--- config.mk ---
export PLATFORM = sky130hd
export DESIGN_NAME = wmab_lane
export DESIGN_NICKNAME = d
export VERILOG_FILES = /design/src/hw/rtl/wmab_pkg.sv /design/src/hw/rtl/wmab_div.sv /design/src/hw/rtl/wmab_lane.sv
export SDC_FILE = /design/constraint.sdc
export NUM_CORES = 1
export LEC_CHECK = 0
export ABC_AREA = 1
export BUFFER_PORTS_ARGS = -buffer_cell sky130_fd_sc_hd__buf_4
export CAP_MARGIN = 20
export CELL_PAD_IN_SITES_DETAIL_PLACEMENT = 0
export CELL_PAD_IN_SITES_GLOBAL_PLACEMENT = 2
export CORE_MARGIN = 1
export CORE_UTILIZATION = 42
export CTS_CLUSTER_SIZE = 12
export DETAILED_ROUTE_END_ITERATION = 8
export PLACE_DENSITY_LB_ADDON = 0.2
export SETUP_SLACK_MARGIN = 0.15
export SLEW_MARGIN = 20
export SYNTH_ARGS = -nofsm -noshare
export SYNTH_HDL_FRONTEND = slang
export SYNTH_SLANG_ARGS = --single-unit
export TNS_END_PERCENT = 100
--- constraint.sdc ---
create_clock -name clk_i -period 5.6 [get_ports clk_i]
set_clock_uncertainty 0.15 [all_clocks]
set_input_delay 0.84 -clock clk_i [delete_from_list [all_inputs] [get_ports clk_i]]
set_output_delay 0.84 -clock clk_i [all_outputs]
set_load 0.005 [all_outputs]
--- src/hw/rtl/wmab_pkg.sv ---
// shared constants and types for the weighted moving average bank
`timescale 1ns / 1ps

package wmab_pkg;

  localparam int CHANNELS_PER_GROUP = 5;
  localparam int GROUPS             = 2;
  localparam int NUM_LANES          = GROUPS * CHANNELS_PER_GROUP;
  localparam int SAMPLE_WIDTH       = 16;
  localparam int MAX_WINDOW         = 16;

  localparam int WIN_W     = 5;
  localparam int CFG_IDX_W = 1;

  localparam logic [WIN_W-1:0] RESET_WINDOW = WIN_W'(10);

  localparam logic [CFG_IDX_W-1:0] REG_VEL_WINDOW  = CFG_IDX_W'(0);
  localparam logic [CFG_IDX_W-1:0] REG_TEMP_WINDOW = CFG_IDX_W'(1);

  typedef struct packed {
    logic capture;
    logic update;
    logic restart;
    logic full;
  } grp_ctrl_t;

endpackage

--- src/hw/rtl/wmab_div.sv ---
// serial signed divider, one quotient bit per cycle, truncating toward zero
`timescale 1ns / 1ps

module wmab_div #(
  parameter int WsWidth = 24,
  parameter int DvWidth = 8
) (
  input  logic                                    clk_i,
  input  logic                                    rst_ni,
  input  logic                                    start_i,
  input  logic signed [WsWidth-1:0]               dividend_i,
  input  logic        [DvWidth-1:0]               divisor_i,
  output logic                                    busy_o,
  output logic signed [wmab_pkg::SAMPLE_WIDTH-1:0] quotient_o
);
  import wmab_pkg::*;

  localparam int CntW = $clog2(WsWidth + 1);

  logic               busy_q;
  logic [CntW-1:0]    cnt_q;
  logic               neg_q;
  logic [WsWidth-1:0] quo_q;
  logic [DvWidth-1:0] div_q;
  logic [DvWidth-1:0] rem_q;
  logic [DvWidth:0]   trial;
  logic               fits;
  logic [WsWidth-1:0] signed_quo;

  assign trial = {rem_q, quo_q[WsWidth-1]};
  assign fits  = trial >= {1'b0, div_q};

  always_ff @(posedge clk_i or negedge rst_ni) begin
    if (!rst_ni) begin
      busy_q <= 1'b0;
      cnt_q  <= '0;
    end else if (start_i) begin
      busy_q <= 1'b1;
      cnt_q  <= CntW'(WsWidth);
    end else if (busy_q) begin
      cnt_q  <= cnt_q - 1'b1;
      busy_q <= cnt_q != CntW'(1);
    end
  end

  always_ff @(posedge clk_i) begin
    if (start_i) begin
      neg_q <= dividend_i[WsWidth-1];
      quo_q <= dividend_i[WsWidth-1] ? -dividend_i : dividend_i;
      div_q <= divisor_i;
      rem_q <= '0;
    end else if (busy_q) begin
      rem_q <= fits ? DvWidth'(trial - {1'b0, div_q}) : DvWidth'(trial);
      quo_q <= {quo_q[WsWidth-2:0], fits};
    end
  end

  assign signed_quo = neg_q ? -quo_q : quo_q;
  assign quotient_o = signed_quo[SAMPLE_WIDTH-1:0];
  assign busy_o     = busy_q;

endmodule

--- src/hw/rtl/wmab_lane.sv ---
// one channel lane: sample history, running sums and divider
`timescale 1ns / 1ps

module wmab_lane #(
  parameter int MaxWindow = 16
) (
  input  logic                                    clk_i,
  input  logic                                    rst_ni,
  input  wmab_pkg::grp_ctrl_t                     ctrl_i,
  input  logic signed [wmab_pkg::SAMPLE_WIDTH-1:0] sample_i,
  input  logic [$clog2(MaxWindow+1)-1:0]          held_i,
  input  logic [$clog2(MaxWindow)-1:0]            raddr_i,
  input  logic [$clog2(MaxWindow)-1:0]            waddr_i,
  input  logic [$clog2(MaxWindow*(MaxWindow+1)/2+1)-1:0] divisor_i,
  output logic                                    busy_o,
  output logic signed [wmab_pkg::SAMPLE_WIDTH-1:0] avg_o
);
  import wmab_pkg::*;

  localparam int NW    = $clog2(MaxWindow + 1);
  localparam int Tri   = MaxWindow * (MaxWindow + 1) / 2;
  localparam int WsW   = SAMPLE_WIDTH + $clog2(Tri);
  localparam int PsW   = SAMPLE_WIDTH + $clog2(MaxWindow + 1);
  localparam int DvW   = $clog2(Tri + 1);

  logic signed [SAMPLE_WIDTH-1:0] hist_mem [MaxWindow];
  logic signed [SAMPLE_WIDTH-1:0] rdata_q;
  logic signed [SAMPLE_WIDTH-1:0] x_q;
  logic signed [WsW-1:0]          ws_q, ws_d;
  logic signed [PsW-1:0]          ps_q, ps_d;
  logic signed [SAMPLE_WIDTH+NW:0] prod;

  assign prod = x_q * $signed({1'b0, held_i});

  always_comb begin
    ws_d = ws_q + WsW'(prod) - (ctrl_i.full ? WsW'(ps_q) : WsW'(0));
    ps_d = ps_q + PsW'(x_q) - (ctrl_i.full ? PsW'(rdata_q) : PsW'(0));
  end

  always_ff @(posedge clk_i or negedge rst_ni) begin
    if (!rst_ni) begin
      ws_q <= '0;
      ps_q <= '0;
    end else if (ctrl_i.restart) begin
      ws_q <= '0;
      ps_q <= '0;
    end else if (ctrl_i.update) begin
      ws_q <= ws_d;
      ps_q <= ps_d;
    end
  end

  always_ff @(posedge clk_i) begin
    if (ctrl_i.capture) begin
      x_q <= sample_i;
    end
  end

  // circular history, oldest sample read into a register ahead of the update
  always_ff @(posedge clk_i) begin
    if (ctrl_i.update) begin
      hist_mem[waddr_i] <= x_q;
    end
    rdata_q <= hist_mem[raddr_i];
  end

  wmab_div #(
    .WsWidth (WsW),
    .DvWidth (DvW)
  ) u_div (
    .clk_i      (clk_i),
    .rst_ni     (rst_ni),
    .start_i    (ctrl_i.update),
    .dividend_i (ws_d),
    .divisor_i  (divisor_i),
    .busy_o     (busy_o),
    .quotient_o (avg_o)
  );

endmodule

==> results.md <==
- GRT Total Usage: 23.20%
- Setup_tns: 0 ns
- Num Clock Sinks: 380
- Pre-CTS WS: -0.2457 ns
- CTS tree: built
- Critical path data arrival time: 5.39 ns
- FF-to-FF path depth: 25
- Max Clk Rate: 192.5 MHz
- Max Slew Vio Count: 0
- Synthesized Nets: 2507
- Core area: 52660 um^2
- Max_cap viols: 0
- Row count: 84
- Vias after detailed routing: 16006
- Post-synth cell types: 53
- DRC viols: 0
- Total die area: 54260 um^2
- Top cell family by delay on the critical path: adder cells
- Drt via density: 5.024
- Seq cells post-synth: 380
- Wl on met1: 26110 um
- Post-Synth Simple-Gate Area: 12.61%
- Starting Density: 42.54%
- Routed Antenna Nets: 0
- Width of the chip: 232.9 um
- Post-Syn Area: 22400 um^2
- Complex-gate fraction of the synthesized area: 9.284%
- CTS clk-pin slew, worst paths: 0.06 ns
- Crit-path slowest cell: fa_1
- Main combinational cell family by area after synthesis: adder cells
- Worst Path Buf+Inv: 6
- Drt first pass iters: 5
- Vias in the first global route: 16552
- Fin. Hold Viols: 0
- Status: complete, no violations
- Clock latency on the worst-skew pair: 0.59 ns
- Tcrit/Tclk final: 92.78%
- DP HPWL: 43890 um
- Worst path max stage delay: 0.54 ns
- XOR/XNOR share of the synthesized area: 2.145%
- Layout cells sized above 1: 14.77%
- Met2 wire len: 30510 um
- Reg2Reg Setup Slack: 0.40 ns
- Global-route wire length before repair: 95060 um
- P&R area growth vs syn: 17.43%
- Slew HR: 42.32%
- Worst Setup Path Type: register to register
- Most frequent CP cell: nand2_1
- Hold_buf cts: 0
- I/O pins: 60
- H-tree lvl count: 2
- Met3 WL: 2166 um
- Root buffer cell: clkbuf_16
- CP max FO: 5
- IO buf count: 59
- Largest net degree at the start of global routing: 107
- Mapped Avg Cell Area: 9.906 um^2
- Syn Inst Count: 2261
- Synth warnings: 0
- Final Critical Period: 5.196 ns
- Final setup vio count: 0
- WP data required: 5.79 ns
- Critical R2R Capture: u_div.quo_q[22]
- Multiplexer area fraction after synthesis: 2.860%
- Post-synthesis sequential area ratio: 48.73%
- Total grt overflow: 0
- Post-Synth Adder-Cell Area: 15.30%
- Top layer in use: met5
- CP endpoint kind: register
- CP startpoint kind: register
- Worst Hold Class: primary input to asynchronous set/reset pin
- Maximum clock path buffer count: 3
- Post-synth EDFFs: 305
- Hold slack: 0.1998 ns
- Routed WL: 60860 um
- WL/cell: 19.10 um
- R2R Path Start: x_q[8]
- CTS Buf Count: 44
- Final layout net count: 2708
- Post-synth ARST share: 13.42%
- DRT iter0 DRCs: 866
- DIE HEIGHT: 232.9 um
- Fillers: 4945
- Initial antenna violation count: 1
- Final setup margin: 0.4042 ns
- Ys flop type: edfxtp_1
- # diodes: 0
- Unrepaired setup endpoints after global routing: false
- Worst-Margin Slew: 0.8652 ns
- Gp weighted congestion: 0.8287
-- metal layers --
layer | track usage [%] | vias up
li1 | - | 7800
met3 | 3.150 | 106
met5 | 0 | -
met1 | 29.29 | 7823
met4 | 7.741 | 2
met2 | 40.74 | 275
-- synth_stat cells (2+ instances only) --
master	instances	share of area (%)
inv_1	447	7.5
nand3_2	3	0.13
clkinv_1	3	0.050
a21oi_2	2	0.078
buf_1	7	0.12
nor4_1	4	0.11
ha_1	85	4.7
fa_1	118	11
o22ai_1	28	0.78
or2_2	2	0.056
mux2i_1	64	2.9
nor2_1	85	1.4
edfxtp_1	305	41
nand3_1	86	1.9
o21bai_1	3	0.10
nand3b_1	8	0.27
nand2_1	416	7.0
o211ai_1	67	2.2
a31oi_1	2	0.056
nor3_1	12	0.27
a21o_1	5	0.17
clkbuf_1	54	0.90
o21ai_1	15	0.34
nor2_2	4	0.11
dfxtp_1	24	2.1
nand2_2	27	0.75
inv_2	5	0.084
nand4_1	9	0.25
xor2_1	38	1.5
nor3_2	2	0.089
buf_2	10	0.22
xnor2_1	15	0.59
dfrtp_1	51	5.7
a21oi_1	111	2.5
o21ai_0	126	2.8
-- flip-flops by register name (all words and copies together), names as in the netlist --
name / cells
hist_mem: 256
u_div.busy_o: 1
u_div.div_q: 8
ps_q: 21
u_div.cnt_q: 5
x_q: 16
u_div.rem_q: 8
u_div.quo_q: 24
rdata_q: 16
ws_q: 24
u_div.neg_q: 1
-- per-stage QoR --
step	instance area (um^2)	std cells	util [%]
global route	26300	3186	49.95
finish	26300	3186	49.95
CTS	26050	3170	49.47
detailed placement	24540	3088	46.61
floorplan	22420	2261	-
global placement	24540	3088	46.61
-- worst register-to-register path: stages (launching register included) --
cell and delay (ns):
edfxtp_1 0.47, buf_6 0.17, nand2_1 0.07, fa_1 0.51, inv_1 0.06, fa_1 0.51
fa_1 0.50, inv_1 0.05, fa_1 0.54, inv_1 0.05, ha_2 0.36, nand2_2 0.08
buf_4 0.15, nor2_2 0.10, nand3_1 0.13, nand3_1 0.12, buf_4 0.12, nand2_1 0.08
nand3_1 0.08, nand2_1 0.13, nor2_1 0.13, nand2_1 0.06, nand2_1 0.09, nand3_1 0.09
nand3_1 0.09, nand2_1 0.06
-- how the worst max path moves through the flow --
stage / startpoint / endpoint / slack [ns] / cells past startpoint
after CTS: x_q[7] / u_div.quo_q[21] / 0.25 / 23
after global placement: held_i[1] / u_div.quo_q[21] / -0.27 / 25
final: x_q[8] / u_div.quo_q[22] / 0.40 / 25
after detailed placement: held_i[1] / u_div.quo_q[1] / -0.25 / 23
after global routing: x_q[3] / u_div.quo_q[7] / 0.13 / 26
after floorplan: ctrl_i[0] / u_div.quo_q[19] / 0.15 / 27
-- layout make-up --
type,count,area (um^2),area share [%]
Timing Repair Buffer,227,1734,6.593
Inverter,456,1713,6.513
Clock inverter,20,242.7,0.9229
Multi-Input combinational cell,1353,9575,36.41
Clock buffer,62,1260,4.790
Sequential cell,380,10920,41.50
Tap cell,688,860.8,3.273
-- cell families (layout without fill, tap and decap cells) --
group | Yosys count | after routing
AO/OA/AOI/OAI | 365 | 365
AND/OR/NAND/NOR | 665 | 667
buffers and inverters | 530 | 765
XOR/XNOR | 54 | 54
adder cells (fa/ha/maj) | 203 | 203
flip-flops | 380 | 380
multiplexers | 64 | 64
-- what timing repair did --
item	in CTS	in global routing
endpoints found under the hold margin	0	0
buffers inserted	0	13
setup endpoints to repair	0	23
resized for setup	0	31
-- placed cells by master (no fill, tap or decap), drive strengths merged, types with 2 or more instances in the layout --
cell,Yosys,routed
dfrtp,51,51
buf,20,227
o21ai,142,142
a21oi,113,113
o21bai,3,3
xnor2,16,16
ha,85,85
nand3b,8,8
o22ai,28,28
dfxtp,24,24
inv,452,456
nor3,14,14
a21o,5,5
nor2,89,89
nand3,89,89
edfxtp,305,305
a31oi,2,2
nor4,4,4
nand4,10,10
clkbuf,54,62
or2,4,4
nand2,444,446
xor2,38,38
clkinv,4,13
bufinv,0,4
o211ai,67,67
clkinvlp,0,3
fa,118,118
mux2i,64,64
Power is not shown: default switching activity piles up to over one toggle a cycle in this logic, so the estimate is an artifact.
